==> src/ktc_pkg.sv <==
// ktc_pkg: shared types and constants for the keyed table with compaction
// holds stream widths, action and status codes, fsm states and the
// controller/datapath command and status structs; no dependencies
`timescale 1ns / 1ps

package ktc_pkg;

    // default sizing for the top level parameters
    localparam int TABLE_DEPTH_DEF  = 64;
    localparam int PAYLOAD_BITS_DEF = 32;

    // fixed field widths
    localparam int ACT_W    = 2;
    localparam int KEY_W    = 32;
    localparam int PAY_IN_W = 32;
    localparam int POS_W    = 6;
    localparam int STS_W    = 3;
    localparam int CNT_O_W  = 7;

    // packed stream widths, padded to whole bytes
    localparam int S_TDATA_W = 72;
    localparam int M_TDATA_W = 72;

    typedef enum logic [ACT_W-1:0] {
        ACT_ADD    = 2'd0,
        ACT_DELETE = 2'd1,
        ACT_UPDATE = 2'd2,
        ACT_READ   = 2'd3
    } act_t;

    typedef enum logic [STS_W-1:0] {
        ST_OK           = 3'd0,
        ST_DUPLICATE    = 3'd1,
        ST_EMPTY        = 3'd2,
        ST_NOT_FOUND    = 3'd3,
        ST_FULL         = 3'd4,
        ST_BAD_POSITION = 3'd5
    } status_t;

    typedef enum logic [2:0] {
        S_IDLE,
        S_SCAN,
        S_SHIFT,
        S_RDWAIT,
        S_DONE
    } state_t;

    // controller to datapath
    typedef struct packed {
        logic load;    // latch the incoming transfer
        logic scan;    // key search over stored entries
        logic shift;   // compaction after a delete
        logic rd_pos;  // read entry at the requested position
        logic finish;  // commit and load the result register
    } ctrl_cmd_t;

    // datapath to controller
    typedef struct packed {
        logic hit;       // key compare matched this cycle
        logic drained;   // no read in flight and pointer at the count
        logic is_del;    // latched action is a delete
        logic out_free;  // result register can take a new result
    } dp_stat_t;

endpackage

==> src/ktc_ctrl.sv <==
// ktc_ctrl: sequencing state machine for the keyed table
// steps each item through the scan, shift, read and result phases its action needs
// depends on ktc_pkg
`timescale 1ns / 1ps

module ktc_ctrl (
    input  logic                aclk,
    input  logic                aresetn,
    input  logic                s_tvalid,
    input  ktc_pkg::act_t       s_action,
    input  ktc_pkg::dp_stat_t   stat,
    output logic                s_tready,
    output ktc_pkg::ctrl_cmd_t  cmd
);
    import ktc_pkg::*;

    state_t state_reg;
    state_t state_next;

    always_ff @(posedge aclk) begin
        if (!aresetn) begin
            state_reg <= S_IDLE;
        end else begin
            state_reg <= state_next;
        end
    end

    always_comb begin
        state_next = state_reg;
        cmd        = '0;
        s_tready   = 1'b0;
        case (state_reg)
            S_IDLE: begin
                s_tready = 1'b1;
                if (s_tvalid) begin
                    cmd.load   = 1'b1;
                    state_next = (s_action == ACT_READ) ? S_RDWAIT : S_SCAN;
                end
            end
            S_SCAN: begin
                cmd.scan = 1'b1;
                if (stat.hit) begin
                    state_next = stat.is_del ? S_SHIFT : S_DONE;
                end else if (stat.drained) begin
                    state_next = S_DONE;
                end
            end
            S_SHIFT: begin
                cmd.shift = 1'b1;
                if (stat.drained) begin
                    state_next = S_DONE;
                end
            end
            S_RDWAIT: begin
                cmd.rd_pos = 1'b1;
                state_next = S_DONE;
            end
            S_DONE: begin
                if (stat.out_free) begin
                    cmd.finish = 1'b1;
                    state_next = S_IDLE;
                end
            end
            default: begin
                state_next = S_IDLE;
            end
        endcase
    end

endmodule

==> config.mk <==
export PLATFORM = sky130hd
export DESIGN_NAME = ktc_ctrl
export DESIGN_NICKNAME = d
export VERILOG_FILES = /design/src/ktc_pkg.sv /design/src/ktc_ctrl.sv
export SDC_FILE = /design/constraint.sdc
export NUM_CORES = 1
export LEC_CHECK = 0
export BUFFER_PORTS_ARGS = -buffer_cell sky130_fd_sc_hd__clkbuf_2
export CAP_MARGIN = 20
export CORE_AREA = 2 2 39 41
export CTS_CLUSTER_DIAMETER = 120
export DETAILED_ROUTE_END_ITERATION = 8
export DIE_AREA = 0 0 41 43
export PLACE_DENSITY = 0.47
export SYNTH_ARGS = -nofsm -noshare
export SYNTH_HDL_FRONTEND = slang
export SYNTH_SLANG_ARGS = --single-unit
==> constraint.sdc <==
create_clock -name aclk -period 1.2 [get_ports aclk]
set_input_delay 0.12 -clock aclk [delete_from_list [all_inputs] [get_ports aclk]]
set_output_delay 0.12 -clock aclk [all_outputs]
set_load 0.02 [all_outputs]
## After elaboration in Yosys (flattened, before gate mapping)

Index checks and enable logic that the tools add are counted.

| storage, ports and cells | value |
|---|---|
| bits in read-only memories | 0 |
| memories | 0 |
| memory bits (writable) | 0 |
| flip-flop bits (word level) | 3 |
| latch bits | 0 |
| word-level logic and storage cells | 25 |
| output and inout port bits | 6 |

| operators by class | value |
|---|---|
| equal/unequal tests | 7 |
| shift operators | 0 |
| multiplexer cells | 15 |
| magnitude comparators | 0 |
| bitwise gates (word level) | 0 |
| div/mod/pow operators | 0 |
| add/subtract/negate cells | 0 |
| reduce and logical (&&, ||, !) cells | 2 |
| $mul | 0 |

Operator list:

| kind | number |
|---|---|
| two-way mux 3 bit | 5 |
| case mux 3 bit (5 select lines) | 1 |
| two-way mux 1 bit | 8 |
| == test 3 x 2 -> 1 bit (second input constant) | 2 |
| != test 2 bit (second input constant) | 2 |
| == test 3 x 1 -> 1 bit (second input constant) | 1 |
| == test 3 bit (second input constant) | 1 |
| zero test 3 bit | 1 |
| == test 2 bit (second input constant) | 1 |
| two-way mux 2 bit | 1 |
| AND reduction 2 bit | 1 |

## Logic depth before layout (Yosys ltp)

| logic depth | value |
|---|---|
| depth in word-level cells | 4 |
| gate-level depth with buffers | 4 |
| gate-level depth less buffers | 3 |

## Least setup slack after synthesis

No wires, ideal clock.

| timing path | value |
|---|---|
| kind | register -> output |
| start point | register state_reg[0] |
| end point | output port cmd[4] (netlist bit) |
| arrival | 1.074 ns |
| cell stages (with the launch flop) | 4 |
| setup slack | 0.006 ns |
| cells stage by stage | dfxtp_1 buf_6 nor3_2 and2_1 |

RTL lines:

| item | RTL line | RTL |
|---|---|---|
| start: declaration | ktc_ctrl.sv:17 | `state_t state_reg;` |
| start signal: assignment | ktc_ctrl.sv:24 | `state_reg <= state_next;` |
| end: declaration | ktc_ctrl.sv:13 | `output ktc_pkg::ctrl_cmd_t cmd` |

==> impl_results.md <==
- Outcome: complete, no violations
- Syn Nets: 39
- Die Width: 41 um
- DRC errors left: 0
- P&R area growth vs syn: 64.82%
- Layout cells sized above 1: 0.6078
- Drt total wl: between 700 and 800 um
- Port buffer count: 14
- Max FFs per register: 3
- Total gr overflow: 0
- Initial Utilization: 0.1799
- Number of synthesized flops with an enable pin: 0
- Antenna violations before repair: 0
- Initial DRC Count: 6
- Yosys top cell by area: dfxtp_1
- Die area: 1763 um^2
- Final setup skew: 2.254 ps
- Worst-path clk slew: 40 ps
- CTS max path bufs: 2
- Pwr dens: approximately 1100 nW/um^2
- Peak supply drop: between 0.0002 and 0.0003 V
- Total CTS buffers: 3
- Worst R2R End: state_reg[1]
- Drt pass-1 iters: 2
- Slowest stage delay, CP: about 360 ps
- Slew @ Worst Pin: between 300 and 400 ps
- Layout Utilization: 0.2966
- Routed Antenna Nets: 0
- Total power draw: approximately 0.47 mW
- CP Launch Type: flop
- Final setup TNS: 0 ps
- Yosys reg bits: 3
- Worst Setup SP: state_reg[2]
- CP Cell Sequence: nor3_4, and2_4, buf_8
- Fin area: between 400 and 500 um^2
- Lkg Pwr: 0.1972 nW
- Synth area leaders: dfxtp_1 (24%), nor3b_2 (10%), buf_6 (9.0%), o32ai_2 (6.5%), a21oi_1 (6.0%)
- Post-synth top area share: 0.2412
- Relative slew slack: 0.7869
- CP Max Fanout: 6
- Worst Path Arrival: about 1100 ps
- Fmax: 0.8374 GHz
- Number of cells produced by synthesis: 30
- Final net count: a little over 60
- Worst-Skew Late Latency: 240 ps
- Ys flop type: dfxtp_1
- First-pass GRT wire length: approximately 1 mm
- Core area: around 1400 um^2
- Largest net degree at the start of global routing: 12
- Mapped Area: between 200 and 250 um^2
- Synthesis Warnings: 0
- H-tree depth: 1
- CP endpoint: cmd[4]
- Final hold violation count: 0
- Die height: roughly 43 um
- Final min period: ~1200 ps
- Reg2reg path depth: 5
- Max-cap violations: 0
- Critical path type: flop to primary output
- Fin crit share: 0.9952
- Dpl hpwl: 493.4 um
- GRT Total Usage: 0.08517
- Placer Congestion: 0.7584
- CTS tree: yes
- CP Capture Type: primary output
- Final Setup Violations: 0
- WL/cell: 10.75 um
- Yosys cell types: 19
- DP Area: between 300 and 400 um^2
- Crit path max-delay cell type: dfxtp_4
- Root Buffer Master: clkbuf_4
- Critical Path RT: roughly 1100 ps
- Row Count: 14
- Ports: 15
- Min Hold Slack: 124.0 ps
- Post-synth top cells: a21oi_1 (3), dfxtp_1 (3), nor2_1 (3)
- Reg2Reg Setup Slack: approximately 130 ps
- Avg Vias per Cell: ~4.4
- Unrepaired setup endpoints after global routing: true
- Hold WC Path Type: input port to flop
- Vias in the first global route: ~230
- Sink Count: 3
- Hold buffers post-CTS: 0
- Max-slew violations: 0
- Avg Cell Area, Syn: ~8.3 um^2
- Seq/Total Area, Yosys: 0.2412
- Worst r2r src: state_reg[2]
- Asr flop ratio synth: 0
- # diodes: 0
- Vias: 297
==> routing by layer <==
layer	part of all wire	GRT usage
met1	0.43	0.1150
met4	0.015	0.04000
met3	0.056	0.01571
met5	0	0
met2	0.50	0.1250
==> metrics by stage <==
step           std cells  setup slack, ps
2_1_floorplan         30            5.658
3_3_place_gp          58            96.69
3_5_place_dp          58            58.91
4_1_cts               63           -19.90
5_1_grt               67           -37.66
6_report              67            5.796
==> cells by family (layout without fill, tap and decap cells) <==
family	count (synthesis)	after routing	synth area share
compound gates	7	7	0.2161
simple gates	16	16	0.4221
buf+inv	4	25	0.1206
flops	3	3	0.2412
==> cell type report <==
| cell class | instances | area [um^2] |
|---|---|---|
| repair buffers | 19 | 117.6 |
| clock buffers | 4 | 26.28 |
| multi-input cells | 23 | 167.7 |
| inverters | 2 | 7.507 |
| flip-flops and latches | 3 | 71.32 |
| fillers | 160 | 973.4 |
| well taps | 16 | 20.02 |
==> worst min path at each step <==
| stage | start | to | cells past startpoint |
|---|---|---|---|
| floorplan | aresetn | state_reg[0] | 2 |
| detailed placement | s_action[1] | state_reg[1] | 3 |
| global route | s_action[1] | state_reg[1] | 3 |
| global placement | s_action[1] | state_reg[1] | 3 |
| finish | s_action[1] | state_reg[1] | 3 |
| CTS | s_action[1] | state_reg[1] | 3 |
==> where the power goes <==
part | internal (mW) | total (mW) | switching, mW
registers | 0.107 | 0.128 | 0.0202
logic | 0.0856 | 0.157 | 0.0711
clock network | 0.125 | 0.181 | 0.0561
==> layout by cell type (no fill, tap or decap), drive strengths merged <==
master  count
clkbuf     14
buf         9
nor2        3
a21oi       3
dfxtp       3
nor3b       3
inv         2
nand2       2
nand3       2
nor3        2
and3        1
and2        1
a22oi       1
a31oi       1
or2         1
o32ai       1
and4b       1
o311ai      1
==> critical path: cells and delay by family (launching register included) <==
family | cells | cell delay, ps
flip-flops | 1 | 360
AND/OR/NAND/NOR | 2 | 370
buffers and inverters | 1 | 100
==> what timing repair did <==
action / in CTS / in global routing
resized for setup: 8 / 6
buffers inserted: 1 / 4
endpoints found under the setup margin: 6 / 5
pin swaps: 2 / 2
endpoints found under the hold margin: 0 / 0
Power figures use the tool's default switching activity.
